--- config.mk ---
export PLATFORM = sky130hd
export DESIGN_NAME = joystick_deadzone_axis_buttons_core
export DESIGN_NICKNAME = d
export VERILOG_FILES = /design/src/rtl/core/jdab_pkg.sv /design/src/rtl/core/jdab_lane.sv /design/src/rtl/core/jdab_merge.sv /design/src/rtl/core/joystick_deadzone_axis_buttons_core.sv
export SDC_FILE = /design/constraint.sdc
export NUM_CORES = 2
export LEC_CHECK = 0
export ABC_AREA = 1
export BUFFER_PORTS_ARGS = -buffer_cell sky130_fd_sc_hd__buf_2
export CAP_MARGIN = 40
export CORE_MARGIN = 2
export CORE_UTILIZATION = 30
export DETAILED_ROUTE_END_ITERATION = 8
export GPL_ROUTABILITY_DRIVEN = 0
export MAX_ROUTING_LAYER = met4
export PLACE_DENSITY = 0.4
export SLEW_MARGIN = 20
export SYNTH_ARGS = -nofsm -noshare
export SYNTH_HDL_FRONTEND = slang
export SYNTH_SLANG_ARGS = --single-unit
--- constraint.sdc ---
create_clock -name clk -period 8 [get_ports clk]
set_input_delay 0.8 -clock clk [delete_from_list [all_inputs] [get_ports clk]]
set_output_delay 0.8 -clock clk [all_outputs]
set_load 0.005 [all_outputs]
--- src/rtl/core/jdab_pkg.sv ---
// ----------------------------------------------------------------------------
// jdab_pkg
// Shared types and register codes for the joystick dead zone and buttons core.
// ----------------------------------------------------------------------------
package jdab_pkg;

    localparam int CFG_IDX_W = 3;

    typedef enum logic [CFG_IDX_W-1:0] {
        CFG_DEAD_INNER    = 3'd0,
        CFG_DEAD_OUTER    = 3'd1,
        CFG_SPAN_GAIN     = 3'd2,
        CFG_RELEASE_LEVEL = 3'd3,
        CFG_TRIGGER_LEVEL = 3'd4
    } cfg_index_t;

    localparam logic [14:0] DEAD_INNER_RST    = 15'd4915;
    localparam logic [14:0] DEAD_OUTER_RST    = 15'd16384;
    localparam logic [15:0] SPAN_GAIN_RST     = 16'd23406;
    localparam logic [14:0] RELEASE_LEVEL_RST = 15'd13107;
    localparam logic [14:0] TRIGGER_LEVEL_RST = 15'd14746;

    typedef struct packed {
        logic signed [15:0] raw_x;
        logic signed [15:0] raw_y;
    } in_beat_t;

    typedef struct packed {
        logic signed [15:0] scaled_x;
        logic signed [15:0] scaled_y;
        logic               press_right;
        logic               press_left;
        logic               press_down;
        logic               press_up;
    } out_beat_t;

    typedef struct packed {
        logic [14:0] dead_inner;
        logic [14:0] dead_outer;
        logic [15:0] span_gain;
        logic [14:0] release_level;
        logic [14:0] trigger_level;
    } cfg_t;

    typedef struct packed {
        logic [15:0] scaled;
        logic        negative;
        logic        over_release;
        logic        at_trigger;
    } axis_t;

endpackage

--- src/rtl/core/jdab_lane.sv ---
// ----------------------------------------------------------------------------
// jdab_lane
// One axis: magnitude, dead zone bounds and gain multiply, then saturation,
// sign and the level compares for the button stage.
// ----------------------------------------------------------------------------
module jdab_lane
    import jdab_pkg::*;
#(
    parameter int unsigned FRACTION_BITS = 14
)
(
    input  logic               clk,
    input  logic               load,
    input  logic signed [15:0] raw,
    input  cfg_t               cfg,
    output axis_t              axis
);

    localparam logic [31:0] One = 32'd1 << FRACTION_BITS;

    logic [15:0] mag;
    logic [15:0] diff;
    logic [31:0] shifted;
    logic [31:0] mag_out;
    logic [31:0] signed_out;

    logic        neg_reg;
    logic        below_reg;
    logic        above_reg;
    logic [31:0] prod_reg;

    always_comb
    begin
        mag  = raw[15] ? (~raw + 16'd1) : raw;
        diff = mag - {1'b0, cfg.dead_inner};
    end

    always_ff @(posedge clk)
    begin
        if (load)
        begin
            neg_reg   <= raw[15];
            below_reg <= (mag < {1'b0, cfg.dead_inner});
            above_reg <= (mag > {1'b0, cfg.dead_outer});
            prod_reg  <= {16'd0, diff} * {16'd0, cfg.span_gain};
        end
    end

    always_comb
    begin
        shifted = prod_reg >> FRACTION_BITS;
        if (below_reg)
        begin
            mag_out = 32'd0;
        end
        else if (above_reg || (shifted > One))
        begin
            mag_out = One;
        end
        else
        begin
            mag_out = shifted;
        end
        signed_out        = neg_reg ? (~mag_out + 32'd1) : mag_out;
        axis.scaled       = signed_out[15:0];
        axis.negative     = neg_reg && (mag_out != 32'd0);
        axis.over_release = mag_out > {17'd0, cfg.release_level};
        axis.at_trigger   = mag_out >= {17'd0, cfg.trigger_level};
    end

endmodule

--- src/rtl/core/jdab_merge.sv ---
// ----------------------------------------------------------------------------
// jdab_merge
// Combines both lanes: per-axis press latches and the output register.
// ----------------------------------------------------------------------------
module jdab_merge
    import jdab_pkg::*;
(
    input  logic      clk,
    input  logic      rst_n,
    input  logic      lane_valid,
    output logic      lane_ready,
    input  axis_t     ax,
    input  axis_t     ay,
    output logic      out_valid,
    input  logic      out_stall,
    output out_beat_t out_data
);

    logic      load;
    logic      latch_h_reg;
    logic      latch_h_next;
    logic      latch_v_reg;
    logic      latch_v_next;
    logic      fire_h;
    logic      fire_v;
    logic      out_valid_reg;
    logic      out_valid_next;
    out_beat_t out_data_reg;
    out_beat_t out_data_next;

    assign lane_ready = !out_valid_reg || !out_stall;
    assign load       = lane_valid && lane_ready;

    always_comb
    begin
        fire_h       = 1'b0;
        fire_v       = 1'b0;
        latch_h_next = latch_h_reg;
        latch_v_next = latch_v_reg;
        if (!(latch_h_reg && ax.over_release))
        begin
            fire_h       = ax.at_trigger;
            latch_h_next = ax.at_trigger;
        end
        if (!(latch_v_reg && ay.over_release))
        begin
            fire_v       = ay.at_trigger;
            latch_v_next = ay.at_trigger;
        end
        out_data_next.scaled_x    = ax.scaled;
        out_data_next.scaled_y    = ay.scaled;
        out_data_next.press_right = fire_h && !ax.negative;
        out_data_next.press_left  = fire_h && ax.negative;
        out_data_next.press_down  = fire_v && !ay.negative;
        out_data_next.press_up    = fire_v && ay.negative;
        out_valid_next = load || (out_valid_reg && out_stall);
    end

    always_ff @(posedge clk or negedge rst_n)
    begin
        if (!rst_n)
        begin
            latch_h_reg   <= 1'b0;
            latch_v_reg   <= 1'b0;
            out_valid_reg <= 1'b0;
        end
        else
        begin
            out_valid_reg <= out_valid_next;
            if (load)
            begin
                latch_h_reg <= latch_h_next;
                latch_v_reg <= latch_v_next;
            end
        end
    end

    always_ff @(posedge clk)
    begin
        if (load)
        begin
            out_data_reg <= out_data_next;
        end
    end

    assign out_valid = out_valid_reg;
    assign out_data  = out_data_reg;

`ifndef SYNTH
    a_one_dir_h: assert property (@(posedge clk) disable iff (!rst_n)
        out_valid_reg |-> !(out_data_reg.press_right && out_data_reg.press_left))
        else $error("both horizontal presses set");
    a_one_dir_v: assert property (@(posedge clk) disable iff (!rst_n)
        out_valid_reg |-> !(out_data_reg.press_down && out_data_reg.press_up))
        else $error("both vertical presses set");
    a_press_latches: assert property (@(posedge clk) disable iff (!rst_n)
        load && (out_data_next.press_right || out_data_next.press_left) |=> latch_h_reg)
        else $error("horizontal press without latch");
    a_load_shows: assert property (@(posedge clk) disable iff (!rst_n)
        load |=> out_valid_reg)
        else $error("loaded beat not presented");
`endif

endmodule

--- src/rtl/core/joystick_deadzone_axis_buttons_core.sv ---
// ----------------------------------------------------------------------------
// joystick_deadzone_axis_buttons_core
// Two-axis dead zone with gain rescale and latched virtual direction buttons.
// ----------------------------------------------------------------------------
// Each input beat is registered in the lane stage, then in the merge output register.
// Throughput: 1 beat per cycle while out_stall does not hold the output register.
// An output beat held by stall leaves one input beat in flight before stall.
// Reset clears the latches, the valid flags and restores register defaults.
// ----------------------------------------------------------------------------
module joystick_deadzone_axis_buttons_core
    import jdab_pkg::*;
#(
    parameter int unsigned FRACTION_BITS = 14
)
(
    input  logic                 clk,
    input  logic                 rst_n,
    input  logic                 in_valid,
    output logic                 in_stall,
    input  in_beat_t             in_data,
    output logic                 out_valid,
    input  logic                 out_stall,
    output out_beat_t            out_data,
    input  logic                 cfg_valid,
    output logic                 cfg_ready,
    input  logic [CFG_IDX_W-1:0] cfg_index,
    input  logic [15:0]          cfg_data
);

    cfg_t  cfg_reg;
    logic  s1_valid_reg;
    logic  s1_valid_next;
    logic  lane_ready;
    logic  load;
    axis_t ax;
    axis_t ay;

    assign cfg_ready = 1'b1;

    always_ff @(posedge clk or negedge rst_n)
    begin
        if (!rst_n)
        begin
            cfg_reg.dead_inner    <= DEAD_INNER_RST;
            cfg_reg.dead_outer    <= DEAD_OUTER_RST;
            cfg_reg.span_gain     <= SPAN_GAIN_RST;
            cfg_reg.release_level <= RELEASE_LEVEL_RST;
            cfg_reg.trigger_level <= TRIGGER_LEVEL_RST;
        end
        else if (cfg_valid && cfg_ready)
        begin
            unique case (cfg_index)
                CFG_DEAD_INNER:    cfg_reg.dead_inner    <= cfg_data[14:0];
                CFG_DEAD_OUTER:    cfg_reg.dead_outer    <= cfg_data[14:0];
                CFG_SPAN_GAIN:     cfg_reg.span_gain     <= cfg_data;
                CFG_RELEASE_LEVEL: cfg_reg.release_level <= cfg_data[14:0];
                CFG_TRIGGER_LEVEL: cfg_reg.trigger_level <= cfg_data[14:0];
                default:           ;
            endcase
        end
    end

    assign in_stall      = s1_valid_reg && !lane_ready;
    assign load          = in_valid && !in_stall;
    assign s1_valid_next = load || (s1_valid_reg && !lane_ready);

    always_ff @(posedge clk or negedge rst_n)
    begin
        if (!rst_n)
        begin
            s1_valid_reg <= 1'b0;
        end
        else
        begin
            s1_valid_reg <= s1_valid_next;
        end
    end

    jdab_lane #(
        .FRACTION_BITS(FRACTION_BITS)
    ) u_lane_x (
        .clk  (clk),
        .load (load),
        .raw  (in_data.raw_x),
        .cfg  (cfg_reg),
        .axis (ax)
    );

    jdab_lane #(
        .FRACTION_BITS(FRACTION_BITS)
    ) u_lane_y (
        .clk  (clk),
        .load (load),
        .raw  (in_data.raw_y),
        .cfg  (cfg_reg),
        .axis (ay)
    );

    jdab_merge u_merge (
        .clk        (clk),
        .rst_n      (rst_n),
        .lane_valid (s1_valid_reg),
        .lane_ready (lane_ready),
        .ax         (ax),
        .ay         (ay),
        .out_valid  (out_valid),
        .out_stall  (out_stall),
        .out_data   (out_data)
    );

endmodule
-- After elaboration in Yosys (flattened, before gate mapping)
Cells that the tools add are included.
- equality and inequality tests: 4
- add/subtract/negate cells: 6
- mux-type cells: 10
- shift-type cells: 0
- multipliers: 2
- div/mod/pow operators: 0
- reduce and logical (&&, ||, !) cells: 33
- order comparisons: 10
- bitwise logic cells: 6
- operators with widths (cell ; count):
    18-bit two-way mux ; 4
    16-bit by 1-bit adder with 16-bit output, second input constant ; 4
    16-bit by 16-bit multiplier with 32-bit output ; 2
    16-bit two-way mux ; 4
    16-bit NOT ; 4
    32-bit nonzero test ; 2
    18-bit by 15-bit >= comparator with 1-bit output ; 2
    18-bit by 15-bit greater-than comparator with 1-bit output ; 2
    18-bit by 15-bit greater-than comparator with 1-bit output, second input constant ; 2
    16-bit by 15-bit greater-than comparator with 1-bit output ; 2
    16-bit by 15-bit < comparator with 1-bit output ; 2
    16-bit by 15-bit subtractor with 16-bit output ; 2
    2-bit AND reduction ; 7
    1-bit logical AND ; 12
    3-bit by 2-bit equality test with 1-bit output, second input constant ; 2
    1-bit zero test ; 6
    1-bit logical OR ; 5
    3-bit by 1-bit equality test with 1-bit output, second input constant ; 1
    3-bit equality test, second input constant ; 1
    3-bit zero test ; 1
    1-bit two-way mux ; 2
    1-bit NOT ; 2
- register bits after elaboration: 186
- RAM bits: 0
- memories: 0
- bits in read-only memories: 0
- output and inout port bits: 39
- bits in latches: 0

-- Depth between registers and ports, before layout
- depth in word-level cells: 8
- depth in mapped cells: 38
- mapped depth without buffers: 38

-- Modules after synthesis
From an unflattened synthesis, not the netlist that was laid out.
- cells, all modules: 3697
- area total of the unflattened synthesis: 28711.3 µm²
- by module, submodules not included (module ; times used ; seq. area each (µm²) ; area an instance (µm²) ; cells an instance):
    jdab_lane (u_lane_x) ; 1 ; 630.6 ; 12293.0 ; 1679
    jdab_lane (u_lane_y) ; 1 ; 630.6 ; 12036.5 ; 1609
    joystick_deadzone_axis_buttons_core ; 1 ; 1969.4 ; 3130.5 ; 348
    jdab_merge ; 1 ; 1156.1 ; 1251.2 ; 61

-- Least setup slack after synthesis
Ideal clock, no wire load.
- path kind: input -> register
- from: input in_data[0] (netlist bit)
- to: register u_lane_y.prod_reg[23] (data pin)
- slack: 385 ps
- buffers on the path: 1
- stages on the path: 34
- arrival: 7362 ps
- required time: 7748 ps
- setup time: 252 ps
- path through: inv_1 -> ha_1 -> nand4_1 -> nor3_1 -> a21oi_1 -> inv_1 -> nand2_1 -> xor2_1 -> ha_1 -> a21oi_1 -> o21ai_0 -> a21oi_1 -> nand2_1 -> nand2_1 -> clkbuf_1 -> nand3_1 -> fa_1 -> fa_1 -> fa_1 -> inv_1 -> fa_1 -> fa_1 -> inv_1 -> fa_1 -> inv_1 -> ha_1 -> a21o_1 -> a31oi_1 -> a21boi_0 -> nand2_1 -> a21oi_1 -> inv_1 -> nand2_1 -> nand2_1
- longest elaborated chain between the ends: 5
- RTL lines (item ; RTL line ; source):
    start: declaration ; joystick_deadzone_axis_buttons_core.sv:20 ; input in_beat_t in_data,
    16-bit NOT ; jdab_lane.sv:34 ; mag = raw[15] ? (~raw + 16'd1) : raw;
    16-bit by 1-bit adder with 16-bit output ; jdab_lane.sv:34 ;
    16-bit two-way mux * ; jdab_lane.sv:34 ;
    16-bit by 15-bit subtractor with 16-bit output * ; jdab_lane.sv:35 ; diff = mag - {1'b0, cfg.dead_inner};
    16-bit by 16-bit multiplier with 32-bit output * ; jdab_lane.sv:45 ; prod_reg <= {16'd0, diff} * {16'd0, cfg.span_gain};
    end signal: assignment ; jdab_lane.sv:45 ;
    end: declaration ; jdab_lane.sv:30 ; logic [31:0] prod_reg;
Mark *: on every way between the ends. The rest lies on a longest branch, timed or not.
A chain may end at the register's enable or synchronous reset.

-- Final worst setup path
- from: input in_data[19] (netlist bit)
- to: register u_lane_x.prod_reg[25] (data pin)
- longest elaborated chain between the ends: 5
- RTL lines (item ; RTL line):
    16-bit NOT ; jdab_lane.sv:34
    16-bit by 1-bit adder with 16-bit output ; jdab_lane.sv:34
    16-bit two-way mux * ; jdab_lane.sv:34
    16-bit by 15-bit subtractor with 16-bit output * ; jdab_lane.sv:35
    16-bit by 16-bit multiplier with 32-bit output * ; jdab_lane.sv:45
    end signal: assignment ; jdab_lane.sv:45
    end: declaration ; jdab_lane.sv:30
Marks and branches as above.

==> impl_results.md <==
- Xor-xnor portion of the synthesized cell area: 2.33%
- Antenna violations before repair: 1
- Largest stage delay, worst path: about 0.55 ns
- CP endpoint kind: flop
- Synth Area in Adders: around 42%
- Status: completed
- Area growth from synthesis to layout: 23.3%
- Clock transition at the registers of the reported paths: ~0.070 ns
- Most frequent cells in the layout: inv_1, nand2_1, buf_4, nor2_1, fa_1
- Setup Skew: 0.0174 ns
- Row count: ~110
- Simple-gate share of the synthesized area: around a fifth
- TritonCTS clock tree: yes
- Final period utilization: a little over nine tenths
- Syn Nets: 4362
- GRT Overall Usage: 23.2%
- Clock buffer depth: 2
- WL/cell: 19.6 µm
- Core area: 93000 µm²
- Worst-case headroom to the max-slew limit: 42.2%
- Slowest-stage cell, CP: fa_1
- DR vias: roughly 25000
- Initial Util: 30.2%
- Leading cell type in the layout, fill and taps excluded: inv_1
- Post-Route WL: 104 mm
- Mux cell area share after synthesis: 0%
- Largest family of logic cells by synthesized area: adder cells
- Register area share after synthesis: 15.6%
- Vias in the first global route: 26000
- Seq cells post-synth: 158
- Layout Nets: between 4000 and 5000
- WS Path Type: input pin to flop
- Compound-Gate Fraction of Synth Area: 7.78%
- CP startpoint kind: input pin
- Setup_tns: 0 ns
- Top cell type's share of synthesized area: 27.7%
- Post-DP HPWL: 89.4 mm
- Fraction of layout cells with a size suffix above 1: 19.8%
- DRT Pass-1 Iters: 5
- Slew @ Worst Pin: 0.867 ns
- CTS sink cnt: 158
- Data arrival time of the worst path: slightly below 8 ns
- Root Buffer: clkbuf_16
- HP Class: input pin to async pin
- Crit path required time: 8.23 ns
- Post-synth EDFFs: 78
- Die X: approximately 310 µm
- Reg-to-reg setup timing slack: about 0.83 ns
- Synth area leaders: fa_1, ha_1, inv_1
- Worst Reg-to-Reg Cells: 31
- RSZ-0062 raised after global routing: yes
- I/O pin total: 95
- Initial DRC Count: 1542
- H-Tree Level Count: 4
- Yosys top cell by area: fa_1
- Clk_lat worst skew: around 0.50 ns
- Hold Vio Cnt, Final: 0
- R2R Path Start: cfg_reg[62]
- CP max FO: 7
- Max Clk Rate: about 130 MHz
- Die Ht: 310 µm
- DRC: 0
- Max-Cap Viols: 0
- Number of flip-flops in the largest register: 76
- Min Clock Period, post-route: 7.73 ns
- Setup-failing EPs final: 0
- Ant diodes: 0
- Syn avg cell area: 7.82 µm²
- Fin. max-slew vios: 0
- CTS Buf Count: 17
- Post-synth top flop: edfxtp_1
- Yosys warns: 0
- Post-DRT Antenna Nets: 0
- Mapped Area: 28100 µm²
- First-pass GRT wire length: 160 mm
- Synth Instances: 3592
- Vias per Instance: 4.65
- Fraction of registers with async set/reset: approximately half
- Unique masters post-synth: 58
- Largest net degree at the start of global routing: 50
- Total die area: 96100 µm²
- GRT overflow: 0
- Buffers on Ports: between 90 and 100
- Reg-to-reg endpoint: u_lane_x.prod_reg[30]
==> cells by family after synthesis <==
logic type / Yosys count
compound gates: 391
xor+xnor: 72
fa+ha+maj: 714
buf+inv: 867
flops: 158
other cells: 1
simple gates: 1389
==> worst max-delay path: cells and delay by family <==
kind / cells / cell delay (ns)
AOI/OAI and AO/OA: 1 / 0.16
xor gates and xnor gates: 1 / 0.31
buffers and inverters: 8 / 0.88
adders and majority gates: 8 / 3.61
and+or+nand+nor: 17 / 2.17
==> layer usage <==
layer / global-route usage [%] / up-vias / part of all wire [%]
li1: - / 12000 / -
met1: 30.5 / 12200 / 46
met2: 39.1 / 463 / 48
met3: 1.90 / 88 / 3.4
met4: 5.06 / 0 / 2.2
met5: - / - / 0
==> cell type report <==
type	count	area (µm²)
fillers	10000	58400
multi-input cells	2567	21200
flip-flops and latches	158	4390
repair buffers	541	4020
inverters	771	2900
well taps	1254	1570
clock buffers	21	444
clock inverters	11	67.6
==> stage by stage <==
stage | utilization, % | std cells | setup WS [ns] | cell area (µm²) | hold slack (ns)
finish | 37.2 | 5323 | 0.270 | 34600 | 0.227
global route | 37.2 | 5323 | -0.124 | 34600 | 0.243
CTS | 36.1 | 5295 | 0.00493 | 33600 | 0.213
detailed placement | 35.5 | 5263 | -0.733 | 33000 | 0.466
global placement | 35.4 | 5256 | -0.757 | 32900 | 0.466
floorplan | - | 3592 | 0.385 | 28100 | 0.442
==> cell usage after synthesis, types with 5 or more instances <==
master      n
o21ai_1     7
o211ai_1   15
o21ai_0   162
dfstp_2    34
buf_2      12
inv_1     754
nand4_1    33
ha_1      326
or2_2       9
nand2_2    10
nand3b_1   11
o21bai_1    9
edfxtp_1   78
fa_1      388
a211oi_1    5
nand3_1   158
nand2_1   691
nor4_1      9
dfrtp_1    46
a31oi_1    17
a21o_1      8
nor3_1     20
or2_1       8
xor2_1     44
a21oi_1   137
clkinv_1    9
nor2_1    426
inv_2       8
buf_4       5
xnor2_1    25
clkbuf_1   77
==> timing repair <==
item,in CTS,in global routing
pin swaps,1,85
setup buffers,0,27
endpoints found under the setup margin,13,35
hold buffers,0,0
resized for setup,11,202
==> how the worst max path moves through the flow <==
stage / from / to / slack (ns)
finish: in_data[19] / u_lane_x.prod_reg[25] / 0.27
global route: in_data[17] / u_lane_x.prod_reg[30] / -0.12
CTS: in_data[17] / u_lane_x.prod_reg[30] / 0.005
detailed placement: in_data[16] / u_lane_x.prod_reg[31] / -0.73
global placement: in_data[16] / u_lane_x.prod_reg[31] / -0.76
floorplan: in_data[0] / u_lane_y.prod_reg[23] / 0.39
Power is left out: the tool's default activity adds up to more than one toggle a clock period on the data nets, which glitch-free logic cannot reach.
